--- config.mk ---
export PLATFORM = sky130hd
export DESIGN_NAME = tccw_ctrl
export DESIGN_NICKNAME = d
export VERILOG_FILES = /design/src/hw/rtl/tccw_pkg.sv /design/src/hw/rtl/tccw_ctrl.sv
export SDC_FILE = /design/constraint.sdc
export NUM_CORES = 1
export LEC_CHECK = 0
export BUFFER_PORTS_ARGS = -buffer_cell sky130_fd_sc_hd__buf_2
export CAP_MARGIN = 20
export CORE_AREA = 2 2 39 41
export CTS_CLUSTER_SIZE = 14
export DETAILED_ROUTE_END_ITERATION = 16
export DIE_AREA = 0 0 41 43
export SKIP_LAST_GASP = 1
export SLEW_MARGIN = 10
export SYNTH_ARGS = -nofsm -noshare
export SYNTH_HDL_FRONTEND = slang
export SYNTH_SLANG_ARGS = --single-unit
--- constraint.sdc ---
create_clock -name clk -period 1.3 [get_ports clk]
set_input_delay 0.26 -clock clk [delete_from_list [all_inputs] [get_ports clk]]
set_output_delay 0.26 -clock clk [all_outputs]
set_load 0.005 [all_outputs]
--- src/hw/rtl/tccw_pkg.sv ---
// Package for the text console character writer: sizes, codes, payload and control types.
`default_nettype none

package tccw_pkg;

    // Screen geometry
    localparam int COLUMNS    = 80;
    localparam int ROWS       = 25;
    localparam int TAB_STOP   = 8;
    localparam int CELL_COUNT = COLUMNS * ROWS;
    localparam int ADDR_W     = $clog2(CELL_COUNT);
    localparam int XR_W       = $clog2(COLUMNS);
    localparam int YR_W       = $clog2(ROWS);
    localparam int XN_W       = $clog2(COLUMNS + TAB_STOP);
    localparam int YN_W       = $clog2(ROWS + 1);

    // Fixed field widths
    localparam int CHAR_W = 8;
    localparam int INDEX_W = 11;
    localparam int COL_W  = 7;
    localparam int ROW_W  = 5;
    localparam int OFF_W  = 11;
    localparam int CELL_W = 16;
    localparam int ATTR_W = 8;

    // Character codes and attributes
    localparam logic [CHAR_W-1:0] CH_BS       = 8'h08;
    localparam logic [CHAR_W-1:0] CH_TAB      = 8'h09;
    localparam logic [CHAR_W-1:0] CH_LF       = 8'h0A;
    localparam logic [CHAR_W-1:0] CH_CR       = 8'h0D;
    localparam logic [CHAR_W-1:0] CH_SPACE    = 8'h20;
    localparam logic [CHAR_W-1:0] CH_DIGIT_LO = 8'd48;
    localparam logic [CHAR_W-1:0] CH_DIGIT_HI = 8'd58;
    localparam logic [CHAR_W-1:0] CH_LOWER_LO = 8'h61;
    localparam logic [CHAR_W-1:0] CH_LOWER_HI = 8'h7A;
    localparam logic [ATTR_W-1:0] FIXED_ATTR  = 8'h0F;
    localparam logic [ATTR_W-1:0] ATTR_RESET  = 8'h0F;

    typedef enum logic [1:0] {
        CMD_PUT        = 2'd0,
        CMD_READ       = 2'd1,
        CMD_CLEAR      = 2'd2,
        CMD_SET_CURSOR = 2'd3
    } command_t;

    typedef enum logic [1:0] {
        CNT_ZERO,
        CNT_COPY_SRC,
        CNT_LAST_ROW
    } cnt_sel_t;

    typedef struct packed {
        command_t            command;
        logic [CHAR_W-1:0]   char_code;
        logic [INDEX_W-1:0]  cell_index;
        logic [COL_W-1:0]    cursor_col;
        logic [ROW_W-1:0]    cursor_row;
    } req_item_t;

    typedef struct packed {
        logic [OFF_W-1:0]    cursor_offset;
        logic [CELL_W-1:0]   cell_data;
        logic                scrolled;
    } rsp_item_t;

    // Controller to datapath
    typedef struct packed {
        logic     latch;
        logic     exec;
        logic     rd_en;
        logic     rd_copy;
        logic     cnt_load;
        cnt_sel_t cnt_sel;
        logic     cnt_inc;
        logic     fill_wr;
        logic     out_load;
    } ctrl_cmd_t;

    // Datapath to controller
    typedef struct packed {
        command_t command;
        logic     scroll_need;
        logic     cnt_last;
    } ctrl_status_t;

endpackage

`default_nettype wire

--- src/hw/rtl/tccw_ctrl.sv ---
// Controller state machine for the text console character writer.
`default_nettype none

module tccw_ctrl
    import tccw_pkg::*;
(
    input  wire logic         clk,
    input  wire logic         rst_n,
    input  wire logic         req_valid,
    output logic              req_stall,
    output logic              rsp_valid,
    input  wire logic         rsp_stall,
    input  wire ctrl_status_t status,
    output ctrl_cmd_t         cmd
);

    typedef enum logic [2:0] {
        S_IDLE,
        S_EXEC,
        S_COPY,
        S_DRAIN,
        S_FILL,
        S_OUT_WAIT
    } state_t;

    state_t state_reg;
    state_t state_next;
    logic   out_valid_reg;
    logic   out_valid_next;
    logic   accept;
    logic   out_free;

    assign req_stall = (state_reg != S_IDLE);
    assign rsp_valid = out_valid_reg;
    assign accept    = req_valid && (state_reg == S_IDLE);
    assign out_free  = !out_valid_reg || !rsp_stall;

    // Decode commands and next state
    always_comb
    begin
        cmd            = '0;
        cmd.cnt_sel    = CNT_ZERO;
        state_next     = state_reg;
        case (state_reg)
            S_IDLE:
            begin
                if (accept)
                begin
                    cmd.latch  = 1'b1;
                    cmd.rd_en  = 1'b1;
                    state_next = S_EXEC;
                end
            end
            S_EXEC:
            begin
                cmd.exec = 1'b1;
                if (status.command == CMD_CLEAR)
                begin
                    cmd.cnt_load = 1'b1;
                    cmd.cnt_sel  = CNT_ZERO;
                    state_next   = S_FILL;
                end
                else if (status.command == CMD_PUT && status.scroll_need)
                begin
                    cmd.cnt_load = 1'b1;
                    cmd.cnt_sel  = CNT_COPY_SRC;
                    state_next   = S_COPY;
                end
                else if (out_free)
                begin
                    cmd.out_load = 1'b1;
                    state_next   = S_IDLE;
                end
                else
                begin
                    state_next = S_OUT_WAIT;
                end
            end
            S_COPY:
            begin
                cmd.rd_en   = 1'b1;
                cmd.rd_copy = 1'b1;
                cmd.cnt_inc = 1'b1;
                if (status.cnt_last)
                begin
                    state_next = S_DRAIN;
                end
            end
            S_DRAIN:
            begin
                cmd.cnt_load = 1'b1;
                cmd.cnt_sel  = CNT_LAST_ROW;
                state_next   = S_FILL;
            end
            S_FILL:
            begin
                cmd.fill_wr = 1'b1;
                cmd.cnt_inc = 1'b1;
                if (status.cnt_last)
                begin
                    if (out_free)
                    begin
                        cmd.out_load = 1'b1;
                        state_next   = S_IDLE;
                    end
                    else
                    begin
                        state_next = S_OUT_WAIT;
                    end
                end
            end
            S_OUT_WAIT:
            begin
                if (out_free)
                begin
                    cmd.out_load = 1'b1;
                    state_next   = S_IDLE;
                end
            end
            default:
            begin
                state_next = S_IDLE;
            end
        endcase
    end

    // Hold output valid until the transfer completes
    always_comb
    begin
        out_valid_next = out_valid_reg;
        if (cmd.out_load)
        begin
            out_valid_next = 1'b1;
        end
        else if (!rsp_stall)
        begin
            out_valid_next = 1'b0;
        end
    end

    // State and registered outputs
    always_ff @(posedge clk or negedge rst_n)
    begin
        if (!rst_n)
        begin
            state_reg     <= S_IDLE;
            out_valid_reg <= 1'b0;
        end
        else
        begin
            state_reg     <= state_next;
            out_valid_reg <= out_valid_next;
        end
    end

    // A result is never loaded over one that is still waiting
    assert property (@(posedge clk) disable iff (!rst_n)
        cmd.out_load |-> (!out_valid_reg || !rsp_stall))
        else $error("result loaded over a pending result");

    // Execution always follows an accepted item
    assert property (@(posedge clk) disable iff (!rst_n)
        (state_reg == S_EXEC) |-> $past(req_valid && !req_stall))
        else $error("execute without an accepted item");

    // A scroll copy is always followed by the drain state before filling
    assert property (@(posedge clk) disable iff (!rst_n)
        (state_reg == S_COPY && status.cnt_last) |=> (state_reg == S_DRAIN))
        else $error("copy did not drain before fill");

endmodule

`default_nettype wire

Word-level counts from Yosys, hierarchy flattened
Index checks and enable logic that the tools add are counted.
{ "totals": {"in_bits": 8, "latchBits": 0, "rom_bits": 0, "mem_bits_rw": 0, "output_inout_bits": 12, "wordCells": 48, "n_memories": 0, "register_bits": 4} }
{ "classes": {"order_cmp": 0, "reduce_logical": 10, "n_mux": 25, "bitwise_logic": 0, "n_addsub": 0, "shifts": 0, "multipliers": 0, "div": 0, "eq_ne": 11} }
{ "op_table": {"columns": ["op", "count"], "rows": [
  ["2-to-1 mux 3 bit", 9],
  ["case mux 3 bit (6 select lines)", 1],
  ["2-to-1 mux 1 bit", 12],
  ["!= test 2 bit, second input constant", 4],
  ["equality test 3 x 2 -> 1 bit, second input constant", 2],
  ["equality test 3 bit, second input constant", 2],
  ["case mux 3 bit (2 select lines)", 1],
  ["AND reduction 4 bit", 1],
  ["equality test 3 x 1 -> 1 bit, second input constant", 1],
  ["zero test 3 bit", 1],
  ["case mux 1 bit (3 select lines)", 1],
  ["nonzero test 3 bit", 1],
  ["equality test 2 bit, second input constant", 1],
  ["logical AND 1 bit", 2],
  ["zero test 1 bit", 2],
  ["zero test 2 bit", 1],
  ["!= test 2 x 1 -> 1 bit, second input constant", 1],
  ["case mux 1 bit (2 select lines)", 1],
  ["OR reduction 2 bit", 1],
  ["logical OR 1 bit", 1]
]} }

Depth between registers and ports, before layout
Gate-level depths: netlist of the first run.
{ "depth": {"depth_word": 7, "ltp_mapped": 5, "ltp_nobuf": 4} }

Least setup slack after synthesis of the first run
OpenSTA, ideal clock, no wires.
{ "synth_timing": {"path_kind": "register -> output", "startpoint": "register state_reg[2]", "endpoint": "output cmd[7] (netlist bit)", "path_stages_with_launch": 4, "t_required_ns": 1.040, "setup_slack_ns": -0.040, "t_arrival_ns": 1.080, "path_cell_list": "dfrtp_1 buf_4 or3_1 o21ai_1"} }
{ "synth_rtl": {"columns": ["element", "line_no", "rtl"], "rows": [
  ["start, declared", "tccw_ctrl.sv:26", "state_t state_reg;"],
  ["start signal, assigned", "tccw_ctrl.sv:151", "state_reg <= state_next;"],
  ["end, declared", "tccw_ctrl.sv:14", "output ctrl_cmd_t cmd"]
]} }

==> results of run 1 <==
==> stage by stage <==
stage	cell area (µm²)	setup WS, ns
after floorplan	380	-0.0113
after global placement	529	-0.141
after detailed placement	529	-0.0967
after CTS	637	-0.288
after global routing	663	-0.365
final	663	-0.293
==> power breakdown <==
part	leakage [nW]	switching [mW]	total, mW	internal [mW]
Sequential	0.0471	0.0926	0.281	0.189
Combinational	0.293	0.416	1.03	0.615
Clock	0.0150	0.0543	0.170	0.115
Total	0.356	0.563	1.48	0.919
==> cells by family after synthesis <==
group           Yosys count
flops                     4
compound gates           16
simple gates             20
buf+inv                   8
==> layout make-up <==
class | instances | area [µm²] | share of cell area [%]
flip-flops and latches | 4 | 104 | 15.7
repair buffers | 36 | 235 | 35.5
well taps | 16 | 20.0 | 3.02
multi-input cells | 36 | 259 | 39.1
clock buffers | 4 | 26.3 | 3.96
inverters | 5 | 18.8 | 2.83
==> synthesized netlist by cell type <==
cell type	number
a21o_1	2
a21oi_1	2
a31oi_1	1
a32o_1	1
a32oi_1	1
and3b_1	1
buf_2	1
buf_4	2
dfrtp_1	4
inv_1	3
inv_2	2
nand2_1	3
nand2b_1	3
nand3_1	1
nand3b_1	1
nor2_1	5
nor3_1	1
nor3b_2	1
o211ai_1	1
o21ai_0	3
o21ai_1	2
o2bb2ai_1	2
o31ai_1	1
or2_1	2
or3_1	1
or3_4	1
==> layer usage <==
layer  GRT usage, %  routed length, µm
met1           19.7                497
met3           3.14                 69
met2           22.2                520
met4           12.0                 19
met5              0                  0
==> how the worst max path moves through the flow <==
stage | start | to | depth (start not counted)
6_report | state_reg[2]$_DFFE_PN0P_ | cmd[2] | 4
3_3_place_gp | state_reg[2]$_DFFE_PN0P_ | cmd[3] | 4
3_5_place_dp | state_reg[0]$_DFFE_PN0P_ | cmd[2] | 4
2_1_floorplan | state_reg[0]$_DFFE_PN0P_ | cmd[7] | 3
4_1_cts | state_reg[1]$_DFFE_PN0P_ | cmd[2] | 5
5_1_grt | state_reg[2]$_DFFE_PN0P_ | cmd[2] | 4
==> worst max-delay path, delay by kind of cell (launching register included) <==
family,cells,cell delay (ns)
buf+inv,2,0.17
simple gates,2,0.50
flops,1,0.43
==> timing repair <==
| item | 4_1_cts | 5_1_grt |
|---|---|---|
| resized for setup | 5 | 4 |
| pin swaps | 3 | 2 |
| hold buffers | 1 | 0 |
| setup buffers | 6 | 2 |
| setup endpoints to repair | 12 | 12 |
| endpoints found under the hold margin | 4 | 0 |
==> flow_summary.yaml, run 1 <==
drt:
  ant_nets: 0
  drc: 0
  vias_per_cell: 4.67
  first_pass_iters: 4
  num_vias: 472
  routedWlPerCell_um: 11.0
  drt_iter0_drc: 11
  totalWireLength_mm: 1.11
yosys:
  syn_avg_cell_area_um2: 7.59
  synthCells: 48
  netlist_area_um2: 364
  yosysTopAreaCell: "dfrtp_1"
  synth_top_area_share_pct: 27.5
  ys_types: 26
  synth_warnings: 0
  synth_xor_area_share_pct: 0
  synthAdderAreaFrac_pct: 0
  muxShareOfSynthArea_pct: 0
  synth_simple_gate_area_share_pct: 32.3
  synth.area.top_cells: "dfrtp_1, nand2b_1, nor2_1, o2bb2ai_1, o21ai_0"
  synth-compound-area-share_pct: 29.6
  synth_top_family_by_area: "simple AND/OR/NAND/NOR gates"
  syn-num-nets: 56
  ys_seq_elements: 4
  yosysSeqAreaShare_pct: 27.5
global_routing:
  grt.total_usage_pct: 15.7
  grt_max_degree: 8
  grt_pass1_wl_mm: 1.80
  grt_pass1_vias: 443
  grt_antenna_before_repair: 0
  grt_overflow: 0
critical_path:
  worstSetupPathType: "reg -> out"
  cp.required_ns: 1.04
  crit_path_start_kind: "register"
  cp.arrival_ns: 1.33
  reg2reg_to: "state_reg[2]$_DFFE_PN0P_"
  end_kind: "output port"
  r2r-start: "state_reg[2]$_DFFE_PN0P_"
  worstPathMaxFanout: 6
  reg2reg_depth: 6
  worst_path_largest_cell_delay_ns: 0.43
  r2r_slack_ns: -0.14
  crit_chain: "or3_4 -> inv_2 -> or2_1 -> buf_2"
  crit_slowest_cell: "dfrtp_2"
final_layout:
  nNetsFinal: 94
  n_fill_cell: 143
  syn2layout_area_growth_pct: 82.1
  antennaDiodeCount: 0
  fin_cells: 101
  drive_above_1_share_pct: 60.0
  final_util_pct: 47.9
  largest_register_ffs: 3
  final_cell_mix: "buf_2, buf_4, nor2_1"
  mostFrequentLayoutCell: "buf_2"
floorplan:
  num_rows: 14
  die_area_um2: 1760
  io_pins: 20
  initial_utilization_pct: 26.3
  die_h_um: 43
  die_width_um: 41
  core-area_um2: 1380
min_path:
  min-delay-start: "rsp_stall"
  hold_depth: 3
  hold_path.class: "in -> reg"
  min_to: "rsp_valid$_DFFE_PN0P_"
sta:
  setup_ws_ns: -0.293
  whs_ns: 0.353
  setup_tns_ns: -2.33
  rsz0062_at_grt: "true"
  hold_violations: 0
  fin_worst_skew_ns: 0.00353
  fmax_mhz: 628
  fin_crit_ns: 1.59
  finalSetupViolations: 12
  relSlewSlack_pct: 85.5
  drv_slew: 0
  tightestPinTransition_ns: 0.218
  fin_crit_sh_pct: 123
clocking:
  tritoncts: "yes"
  max-clock-path-buffers: 2
  insertion_delay_ns: 0.24
  numCtsBuffers: 3
  cts_max_level: 1
  clkTransAtPathRegs_ns: 0.04
  cts_root_buf: "clkbuf_4"
  clock-sinks: 4
placement:
  place_inst: 88
  gp_congestion: 0.835
  dp_hpwl_um: 784
  port_buffers: 19
run_status:
  failed_checks: "setup timing"
  status: "finished, violations left"
power:
  p_total_mw: 1.48
  p_leak_nw: 0.356
  cellPowerDensity_nw_per_um2: 2230
  ir_drop_mv: 0.870
flow_run:
  maxCapViolCount: 0
No activity file was read; power rests on OpenSTA's default activity.
==> run 2, diff against run 1 <==
--- a/config.mk
+++ b/config.mk
@@ -11,7 +11,6 @@
 export CTS_CLUSTER_SIZE = 14
 export DETAILED_ROUTE_END_ITERATION = 16
 export DIE_AREA = 0 0 41 43
-export SKIP_LAST_GASP = 1
 export SLEW_MARGIN = 10
 export SYNTH_ARGS = -nofsm -noshare
 export SYNTH_HDL_FRONTEND = slang
==> flow_summary.yaml, run 2 (same netlist as run 1, synthesis figures left out) <==
global_routing:
  grt_pass1_vias: 443
  grt_pass1_wl_mm: 1.80
  grt_antenna_before_repair: 0
  grt_overflow: 0
  grt_max_degree: 8
  grt.total_usage_pct: 15.7
drt:
  totalWireLength_mm: 1.10
  routedWlPerCell_um: 10.8
  drt_iter0_drc: 3
  vias_per_cell: 4.73
  ant_nets: 0
  num_vias: 478
  drc: 0
  first_pass_iters: 4
sta:
  rsz0062_at_grt: "true"
  setup_tns_ns: -2.34
  relSlewSlack_pct: 85.7
  fmax_mhz: 627
  whs_ns: 0.347
  fin_crit_sh_pct: 123
  drv_slew: 0
  tightestPinTransition_ns: 0.214
  hold_violations: 0
  fin_crit_ns: 1.60
  fin_worst_skew_ns: 0.00479
  finalSetupViolations: 12
  setup_ws_ns: -0.295
placement:
  dp_hpwl_um: 784
  gp_congestion: 0.835
  port_buffers: 19
  dpl-instance-area_um2: 529
  place_ws_ns: -0.0967
  place_inst: 88
critical_path:
  cp.arrival_ns: 1.34
  crit_chain: "or3_4 -> inv_2 -> or2_1 -> buf_2"
  crit_slowest_cell: "dfrtp_2"
  r2r-start: "state_reg[2]$_DFFE_PN0P_"
  worstSetupPathType: "reg -> out"
  critPathLaunch: "state_reg[2]$_DFFE_PN0P_"
  worst_path_largest_cell_delay_ns: 0.44
  cp.required_ns: 1.04
  critical_path.top_delay_family: "simple AND/OR/NAND/NOR gates"
  crit_path_start_kind: "register"
  cp_num_buf_inv: 2
  worstPathMaxFanout: 6
  end_kind: "output port"
clocking:
  cts_max_level: 1
  max-clock-path-buffers: 2
  cts_root_buf: "clkbuf_4"
  numCtsBuffers: 3
  clock-sinks: 4
  clkTransAtPathRegs_ns: 0.04
  insertion_delay_ns: 0.24
  tritoncts: "yes"
floorplan:
  die_area_um2: 1760
  initial_utilization_pct: 26.3
  die_h_um: 43
  io_pins: 20
  die_width_um: 41
  num_rows: 14
  core-area_um2: 1380
final_layout:
  drive_above_1_share_pct: 61.2
  n_fill_cell: 146
  final_cell_mix: "buf_2, buf_4"
  fin_cells: 101
  final_util_pct: 48.1
  antennaDiodeCount: 0
  nNetsFinal: 94
  mostFrequentLayoutCell: "buf_2"
  syn2layout_area_growth_pct: 82.8
  design_area_um2: 666
  largest_register_ffs: 3
min_path:
  hold_path.class: "in -> reg"
  min-delay-start: "rsp_stall"
power:
  p_total_mw: 1.48
  p_leak_nw: 0.356
  ir_drop_mv: 0.866
  cellPowerDensity_nw_per_um2: 2230
run_status:
  failed_checks: "setup timing"
  status: "finished, violations left"
flow_run:
  maxCapViolCount: 0
run 2: cell counts in the layout (fill, tap and decap cells not counted):
Identical to the previous run, type by type.
run 2: timing repair:
item / in CTS / in global routing
hold buffers: 1 / 0
gates cloned: 0 / 0
endpoints found under the hold margin: 4 / 0
resized for setup: 5 / 5
pin swaps: 3 / 2
setup buffers: 6 / 2
setup endpoints to repair: 12 / 12
run 2: final cells by class:
| class | instances | area [µm²] | area share, % |
|---|---|---|---|
| tap | 16 | 20.0 | 3.01 |
| sequential | 4 | 104 | 15.6 |
| timing repair buffer | 36 | 235 | 35.3 |
| multi-input combinational | 36 | 262 | 39.3 |
| inverter | 5 | 18.8 | 2.82 |
| clock buffer | 4 | 26.3 | 3.95 |
run 2: worst paths after layout:
kind,cells after the start,end,slack (ns)
setup reg to reg,6,state_reg[2]$_DFFE_PN0P_,-0.15
min in group asynchronous,2,state_reg[1]$_DFFE_PN0P_,0.36
hold reg to reg,2,rsp_valid$_DFFE_PN0P_,0.66
hold / removal,3,rsp_valid$_DFFE_PN0P_,0.35
max in group asynchronous,2,state_reg[0]$_DFFE_PN0P_,0.79
setup / recovery,4,cmd[2],-0.30
run 2: power by group:
group          leakage [nW]  internal (mW)  switching, mW
clock                0.0150          0.115         0.0542
combinational         0.294          0.616          0.417
sequential           0.0471          0.189         0.0924
run 2: worst register-to-register path, delay by kind of cell (launching register included):
| family | cells | cell delay, ns |
|---|---|---|
| flops | 1 | 0.44 |
| buf+inv | 2 | 0.28 |
| compound gates | 3 | 0.47 |
| simple gates | 1 | 0.14 |
run 2: routing by layer:
layer	routed length, µm	share of wire (%)	track usage, %
met1	491	45	19.7
met2	509	46	22.2
met3	67	6.1	3.14
met4	26	2.4	12.0
met5	0	0	0
